[src/oqrk_pkg.sv]
// Shared sizes, codes and command type of the ordered queue.
// No dependencies; used by every module of the block.
package oqrk_pkg;

	localparam int DEPTH    = 16;
	localparam int ID_WIDTH = 16;
	localparam int IDX_W    = $clog2(DEPTH);
	localparam int CNT_W    = $clog2(DEPTH + 1);

	// port field widths
	localparam int PID_W     = 16;
	localparam int STATUS_W  = 2;
	localparam int COUNT_W   = 5;
	localparam int S_TDATA_W = 16;
	localparam int M_TDATA_W = 8;

	typedef enum logic {
		CMD_APPEND = 1'b0,
		CMD_REMOVE = 1'b1
	} cmd_t;

	typedef enum logic [STATUS_W-1:0] {
		STS_DONE     = 2'd0,
		STS_FULL     = 2'd1,
		STS_NO_MATCH = 2'd2
	} status_t;

	// controller to datapath
	typedef struct packed {
		logic load;   // capture item and compare against all cells
		logic exec;   // apply the item and load the result register
	} ctl_cmd_t;

endpackage

[src/oqrk_ctrl.sv]
// Controller of the ordered queue: item sequencing and result valid.
// Depends on oqrk_pkg.
module oqrk_ctrl (
	input  logic              clk,
	input  logic              arst_n,
	input  logic              s_tvalid,
	output logic              s_tready,
	output logic              m_tvalid,
	input  logic              m_tready,
	output oqrk_pkg::ctl_cmd_t cmd
);

	typedef enum logic {
		ST_IDLE,
		ST_EXEC
	} state_t;

	state_t state_q;
	logic   m_tvalid_q;
	logic   out_free;

	assign s_tready = (state_q == ST_IDLE);
	assign m_tvalid = m_tvalid_q;
	assign out_free = !m_tvalid_q || m_tready;

	assign cmd.load = s_tvalid && s_tready;
	assign cmd.exec = (state_q == ST_EXEC) && out_free;

	always_ff @(posedge clk or negedge arst_n) begin
		if (!arst_n) begin
			state_q    <= ST_IDLE;
			m_tvalid_q <= 1'b0;
		end else begin
			case (state_q)
				ST_IDLE: begin
					if (cmd.load) state_q <= ST_EXEC;
					if (m_tready) m_tvalid_q <= 1'b0;
				end
				ST_EXEC: begin
					// hold until the result register is free
					if (out_free) begin
						state_q    <= ST_IDLE;
						m_tvalid_q <= 1'b1;
					end
				end
				default: begin
					state_q    <= ST_IDLE;
					m_tvalid_q <= 1'b0;
				end
			endcase
		end
	end

endmodule

[src/oqrk_datapath.sv]
// Datapath of the ordered queue: row of identifier cells, count,
// parallel key compare, gap-closing shift and result register. Depends on oqrk_pkg.
module oqrk_datapath (
	input  logic                              clk,
	input  logic                              arst_n,
	input  oqrk_pkg::ctl_cmd_t                cmd,
	input  logic                              in_cmd,
	input  logic [oqrk_pkg::PID_W-1:0]        in_pid,
	output logic [oqrk_pkg::STATUS_W-1:0]     out_status,
	output logic [oqrk_pkg::COUNT_W-1:0]      out_count
);

	logic [oqrk_pkg::ID_WIDTH-1:0] cells_q [oqrk_pkg::DEPTH];
	logic [oqrk_pkg::ID_WIDTH-1:0] cells_d [oqrk_pkg::DEPTH];
	logic [oqrk_pkg::CNT_W-1:0]    count_q;
	logic [oqrk_pkg::CNT_W-1:0]    count_d;
	logic [oqrk_pkg::ID_WIDTH-1:0] key_s1;
	logic                          cmd_s1;
	logic [oqrk_pkg::DEPTH-1:0]    match_s1;
	logic [oqrk_pkg::DEPTH-1:0]    first_hit;
	logic [oqrk_pkg::DEPTH-1:0]    shift_mask;
	logic                          hit_any;
	logic                          full;
	oqrk_pkg::status_t             status_d;
	logic [oqrk_pkg::STATUS_W-1:0] status_q;
	logic [oqrk_pkg::COUNT_W-1:0]  count_out_q;

	assign full      = (count_q == oqrk_pkg::CNT_W'(oqrk_pkg::DEPTH));
	assign hit_any   = |match_s1;
	// isolate the match nearest the head, then mark it and every later cell
	assign first_hit  = match_s1 & (~match_s1 + oqrk_pkg::DEPTH'(1));
	assign shift_mask = ~(first_hit - oqrk_pkg::DEPTH'(1));

	always_comb begin
		cells_d  = cells_q;
		count_d  = count_q;
		status_d = oqrk_pkg::STS_DONE;
		if (oqrk_pkg::cmd_t'(cmd_s1) == oqrk_pkg::CMD_APPEND) begin
			if (full) begin
				status_d = oqrk_pkg::STS_FULL;
			end else begin
				for (int i = 0; i < oqrk_pkg::DEPTH; i++) begin
					if (oqrk_pkg::IDX_W'(i) == count_q[oqrk_pkg::IDX_W-1:0])
						cells_d[i] = key_s1;
				end
				count_d = count_q + oqrk_pkg::CNT_W'(1);
			end
		end else begin
			if (!hit_any) begin
				status_d = oqrk_pkg::STS_NO_MATCH;
			end else begin
				// close the gap: every cell from the hit onward takes its successor
				for (int i = 0; i < oqrk_pkg::DEPTH - 1; i++) begin
					if (shift_mask[i]) cells_d[i] = cells_q[i + 1];
				end
				count_d = count_q - oqrk_pkg::CNT_W'(1);
			end
		end
	end

	always_ff @(posedge clk or negedge arst_n) begin
		if (!arst_n) begin
			count_q <= '0;
		end else if (cmd.exec) begin
			count_q <= count_d;
		end
	end

	always_ff @(posedge clk) begin
		if (cmd.load) begin
			cmd_s1 <= in_cmd;
			key_s1 <= oqrk_pkg::ID_WIDTH'(in_pid);
			for (int i = 0; i < oqrk_pkg::DEPTH; i++) begin
				match_s1[i] <= (cells_q[i] == oqrk_pkg::ID_WIDTH'(in_pid)) &&
				               (oqrk_pkg::CNT_W'(i) < count_q);
			end
		end
		if (cmd.exec) begin
			cells_q     <= cells_d;
			status_q    <= status_d;
			count_out_q <= oqrk_pkg::COUNT_W'(count_d);
		end
	end

	assign out_status = status_q;
	assign out_count  = count_out_q;

endmodule

[src/ordered_queue_remove_by_key.sv]
// Top level of the ordered queue with append at tail and remove by key.
// Depends on oqrk_pkg, oqrk_ctrl and oqrk_datapath.
//
//  channel | dir | tdata                        | tuser
//  s_      | in  | [15:0] pid_value             | [0] command
//  m_      | out | [4:0] entry_count, [7:5] zero| [1:0] status
//
// Each item first has its key compared against every cell at once, then
// appends to or shifts the row and loads the result register.
// The next item is taken while the result still waits in its register.
// Reset clears the count and the handshake state; cells need no clearing.
// A stalled result holds the block in its apply step until the register frees.
module ordered_queue_remove_by_key (
	input  logic                              clk,
	input  logic                              arst_n,
	input  logic                              s_tvalid,
	output logic                              s_tready,
	input  logic [oqrk_pkg::S_TDATA_W-1:0]    s_tdata,   // [15:0] pid_value
	input  logic                              s_tuser,   // [0] command
	output logic                              m_tvalid,
	input  logic                              m_tready,
	output logic [oqrk_pkg::M_TDATA_W-1:0]    m_tdata,   // [4:0] entry_count, [7:5] zero
	output logic [oqrk_pkg::STATUS_W-1:0]     m_tuser    // [1:0] status
);

	oqrk_pkg::ctl_cmd_t               cmd;
	logic [oqrk_pkg::COUNT_W-1:0]     count;

	oqrk_ctrl u_ctrl (
		.clk      (clk),
		.arst_n   (arst_n),
		.s_tvalid (s_tvalid),
		.s_tready (s_tready),
		.m_tvalid (m_tvalid),
		.m_tready (m_tready),
		.cmd      (cmd)
	);

	oqrk_datapath u_dp (
		.clk        (clk),
		.arst_n     (arst_n),
		.cmd        (cmd),
		.in_cmd     (s_tuser),
		.in_pid     (s_tdata[oqrk_pkg::PID_W-1:0]),
		.out_status (m_tuser),
		.out_count  (count)
	);

	assign m_tdata = oqrk_pkg::M_TDATA_W'(count);

endmodule

[config.mk]
export PLATFORM = sky130hd
export DESIGN_NAME = ordered_queue_remove_by_key
export DESIGN_NICKNAME = d
export VERILOG_FILES = /design/src/oqrk_pkg.sv /design/src/oqrk_ctrl.sv /design/src/oqrk_datapath.sv /design/src/ordered_queue_remove_by_key.sv
export SDC_FILE = /design/constraint.sdc
export NUM_CORES = 1
export LEC_CHECK = 0
export BUFFER_PORTS_ARGS = -buffer_cell sky130_fd_sc_hd__buf_2
export CORE_ASPECT_RATIO = 2
export CORE_MARGIN = 4
export CORE_UTILIZATION = 34
export CTS_BUF_LIST = sky130_fd_sc_hd__clkbuf_16
export CTS_CLUSTER_SIZE = 40
export DETAILED_ROUTE_END_ITERATION = 7
export GPL_ROUTABILITY_DRIVEN = 0
export SYNTH_ARGS = -nofsm -noshare
export SYNTH_HDL_FRONTEND = slang
export SYNTH_SLANG_ARGS = --single-unit
[constraint.sdc]
create_clock -name clk -period 7.3 [get_ports clk]
set_clock_uncertainty 0.2 [all_clocks]
set_input_delay 0 -clock clk [delete_from_list [all_inputs] [get_ports clk]]
set_output_delay 0 -clock clk [all_outputs]
set_load 0.01 [all_outputs]
==> summary.txt <==
Clock tree
  – TritonCTS buffer count: 26
  – TritonCTS clock tree: built
  – Worst-path clk slew: approximately 80 ps
  – Worst-Skew Late Latency: roughly 560 ps
  – Root Buffer Master: clkbuf_16
  – Depth of the CTS H-tree: 1
  – Sink Count: 303
  – Max Root-Sink Buffers: 3

Layout
  – Fin util: around two fifths
  – Area Overhead vs Synth: 11.3%
  – Finished Cell Area: 16700 um2
  – Share of layout cells above drive strength 1: about a tenth
  – N_diodes: 0
  – Fin cells: roughly 1700
  – # fillers: 4120
  – Number of nets in the layout: about 1200

Routing
  – DRC viols: 0
  – Routed via count: 9476
  – Vias/cell: around 5.5
  – Post-detailed-route wirelength per cell: between 20 and 30 um
  – DR iter-0 viols: 637
  – Post-Route WL: ~45000 um
  – First-pass DRT Iterations: 5
  – DRT antenna net count: 0

Hold path
  – Hold depth: 4
  – Hold Crit Class: input pin to register
  – WHS Endpoint: u_ctrl.m_tvalid
  – Hold_sp: m_tready

Yosys
  – Synthesized instance count: approximately 1200
  – Synth area leader: edfxtp_1
  – Most common cell in the netlist: edfxtp_1
  – Count of state elements after synthesis: 303
  – Synthesized area: about 15000 um2
  – Async SR Flop Fraction: 2.31%
  – Synth top cells by count: edfxtp_1, a21o_1, xor2_1
  – Register area share after synthesis: about three fifths
  – Synth unique cells: 50
  – Syn Area/Cell: 13.0 um2
  – Most used DFF post-synth: edfxtp_1
  – Post-synth EDFFs: around 300
  – Syn. warnings: 0
  – Top cells by area, synth: edfxtp_1, a21o_1, xor2_1
  – Synth top area share: between 50% and 60%

Timing
  – Fin crit share: 52.1%
  – Hold Fails Final Rpt: 0
  – Max Slew Vio Count: 0
  – Unrepaired setup endpoints after global routing: false
  – Final min period: ~3800 ps
  – Final Setup Violations: 0
  – Upper clock frequency limit: 263 MHz
  – Slew @ Worst Pin: around 1300 ps
  – Hold slack: about 36 ps
  – Setup TNS: 0 ps
  – Slew margin rel.: about an eighth
  – Final worst slack: 3490 ps

Outcome
  – Outcome: complete, no violations

Worst setup path
  – R2R Setup Slk: between 3000 and 4000 ps
  – R2r startpoint: u_dp.count_q[1]
  – CP Data Required Time: about 7300 ps
  – Setup crit end kind: register
  – Crit path DAT: around 3800 ps
  – RR Endpoint: u_dp.cells_q[135]
  – Worst-case reg-to-reg path depth: 6
  – Worst-path fanout max: 16
  – Startpoint types: register
  – Critical path type: register to register

Place
  – Area post-placement: roughly 16000 um2
  – Port bufs: 29
  – Post-DP HPWL: 29600 um
  – Dpl cells: ~1600
  – Worst slack, placed: approximately 3500 ps

Floorplanning
  – Chip width: ~160 um
  – Die ar.: approximately 48000 um2
  – Io pins: 33
  – Starting Density: ~34%
  – Core area: approximately 44000 um2
  – Die Height: 306 um
  – Row Count: roughly 110

GRT
  – Total GRT Usage: between 10% and 20%
  – First-pass GRT wire length: ~64000 um
  – Via count of the first global-routing pass: a little under 10000
  – Pin count of the biggest net entering global routing: ~120
  – Gr ovfl total: 0
  – Initial antenna violation count: 0

Power and ir drop
  – Power per cell area: about 340 nW/um2
  – Peak supply drop: between 0.15 and 0.2 mV
  – Leak: 6.73 nW
  – Pwr Total: roughly 5.7 mW

Flow run
  – # Max-Cap Violations: 0
-- worst max-delay path by stage --
stage,start,end,slack [ps],cells past startpoint
global placement,u_dp.count_q[1],u_dp.cells_q[133],3650,6
floorplan,u_dp.count_q[1],u_dp.cells_q[144],3620,9
CTS,u_dp.count_q[1],u_dp.cells_q[140],3520,6
detailed placement,u_dp.count_q[1],u_dp.cells_q[140],3520,6
global route,u_dp.count_q[1],u_dp.cells_q[138],3270,6
finish,u_dp.count_q[1],u_dp.cells_q[135],3490,6
-- cells in the final DEF (no fill, tap or decap), types with 5 or more instances in the layout --
cell,netlist,final
clkinv_2,0,8
a21o_1,241,241
dlygate4sd3_1,0,23
buf_2,9,29
nor4_1,45,45
a211oi_1,9,5
nand4_1,26,26
buf_4,3,21
nand3_1,11,11
a21oi_1,21,21
xor2_1,176,176
inv_1,7,10
and2_1,10,13
clkbuf_16,0,27
nor3_1,16,12
ha_1,5,5
edfxtp_1,296,296
dfrtp_1,7,7
nor2_1,20,20
xnor2_1,85,85
o21ai_0,8,8
nand2_1,17,17
-- where the power goes --
| group | leakage (nW) | switching, mW | internal (mW) |
|---|---|---|---|
| Clock | 0.428 | 0.659 | 0.779 |
| Sequential | 2.84 | 0.325 | 2.50 |
| Combinational | 3.47 | 0.916 | 0.562 |
| Total | 6.73 | 1.90 | 3.84 |
-- layout make-up --
cell class | count | area (um2) | area share, %
clock buffers | 27 | 676 | 4.03
multi-input cells | 738 | 5580 | 33.3
repair buffers | 73 | 533 | 3.18
flip-flops and latches | 303 | 9060 | 54.1
well taps | 550 | 688 | 4.11
inverters | 7 | 26.3 | 0.157
clock inverters | 21 | 183 | 1.09
-- logic make-up (layout without fill, tap and decap cells) --
kind of cell,after synthesis,after routing,share of synthesized area [%]
muxes,2,2,0.141
and+or+nand+nor,175,175,6.71
other,1,3,0.0249
buffers and inverters,116,128,3.20
AOI/OAI and AO/OA,292,292,14.1
DFF,303,303,60.2
xor gates and xnor gates,261,261,15.2
adders and majority gates,5,5,0.416
-- worst max-delay path, cell delays in order (launching register included) --
cell	delay, ps
dfrtp_1	600
inv_1	150
ha_1	290
nand3_1	140
nor2_1	80
or3_1	780
a211oi_2	1160
-- layer usage --
metal	global-route usage [%]	wire length [um]	share of wire, %
met5	0	0	0
met1	19.0	15400	34
met3	2.11	2100	4.6
met2	34.7	24500	54
met4	11.0	3200	7.1
-- state kept, by name (all words and copies together), names as in the netlist --
signal,flops
u_dp.cells_q,256
u_dp.key_s1,16
u_dp.match_s1,16
u_dp.count_q,5
u_dp.out_count,5
u_dp.out_status,2
u_ctrl.m_tvalid,1
u_ctrl.state_q,1
u_dp.cmd_s1,1
-- repair_timing --
item	4_1_cts	5_1_grt
hold endpoints to repair	61	0
buffers inserted	0	0
hold buffers	23	0
resized for setup	0	0
Power figures use the tool's default switching activity.
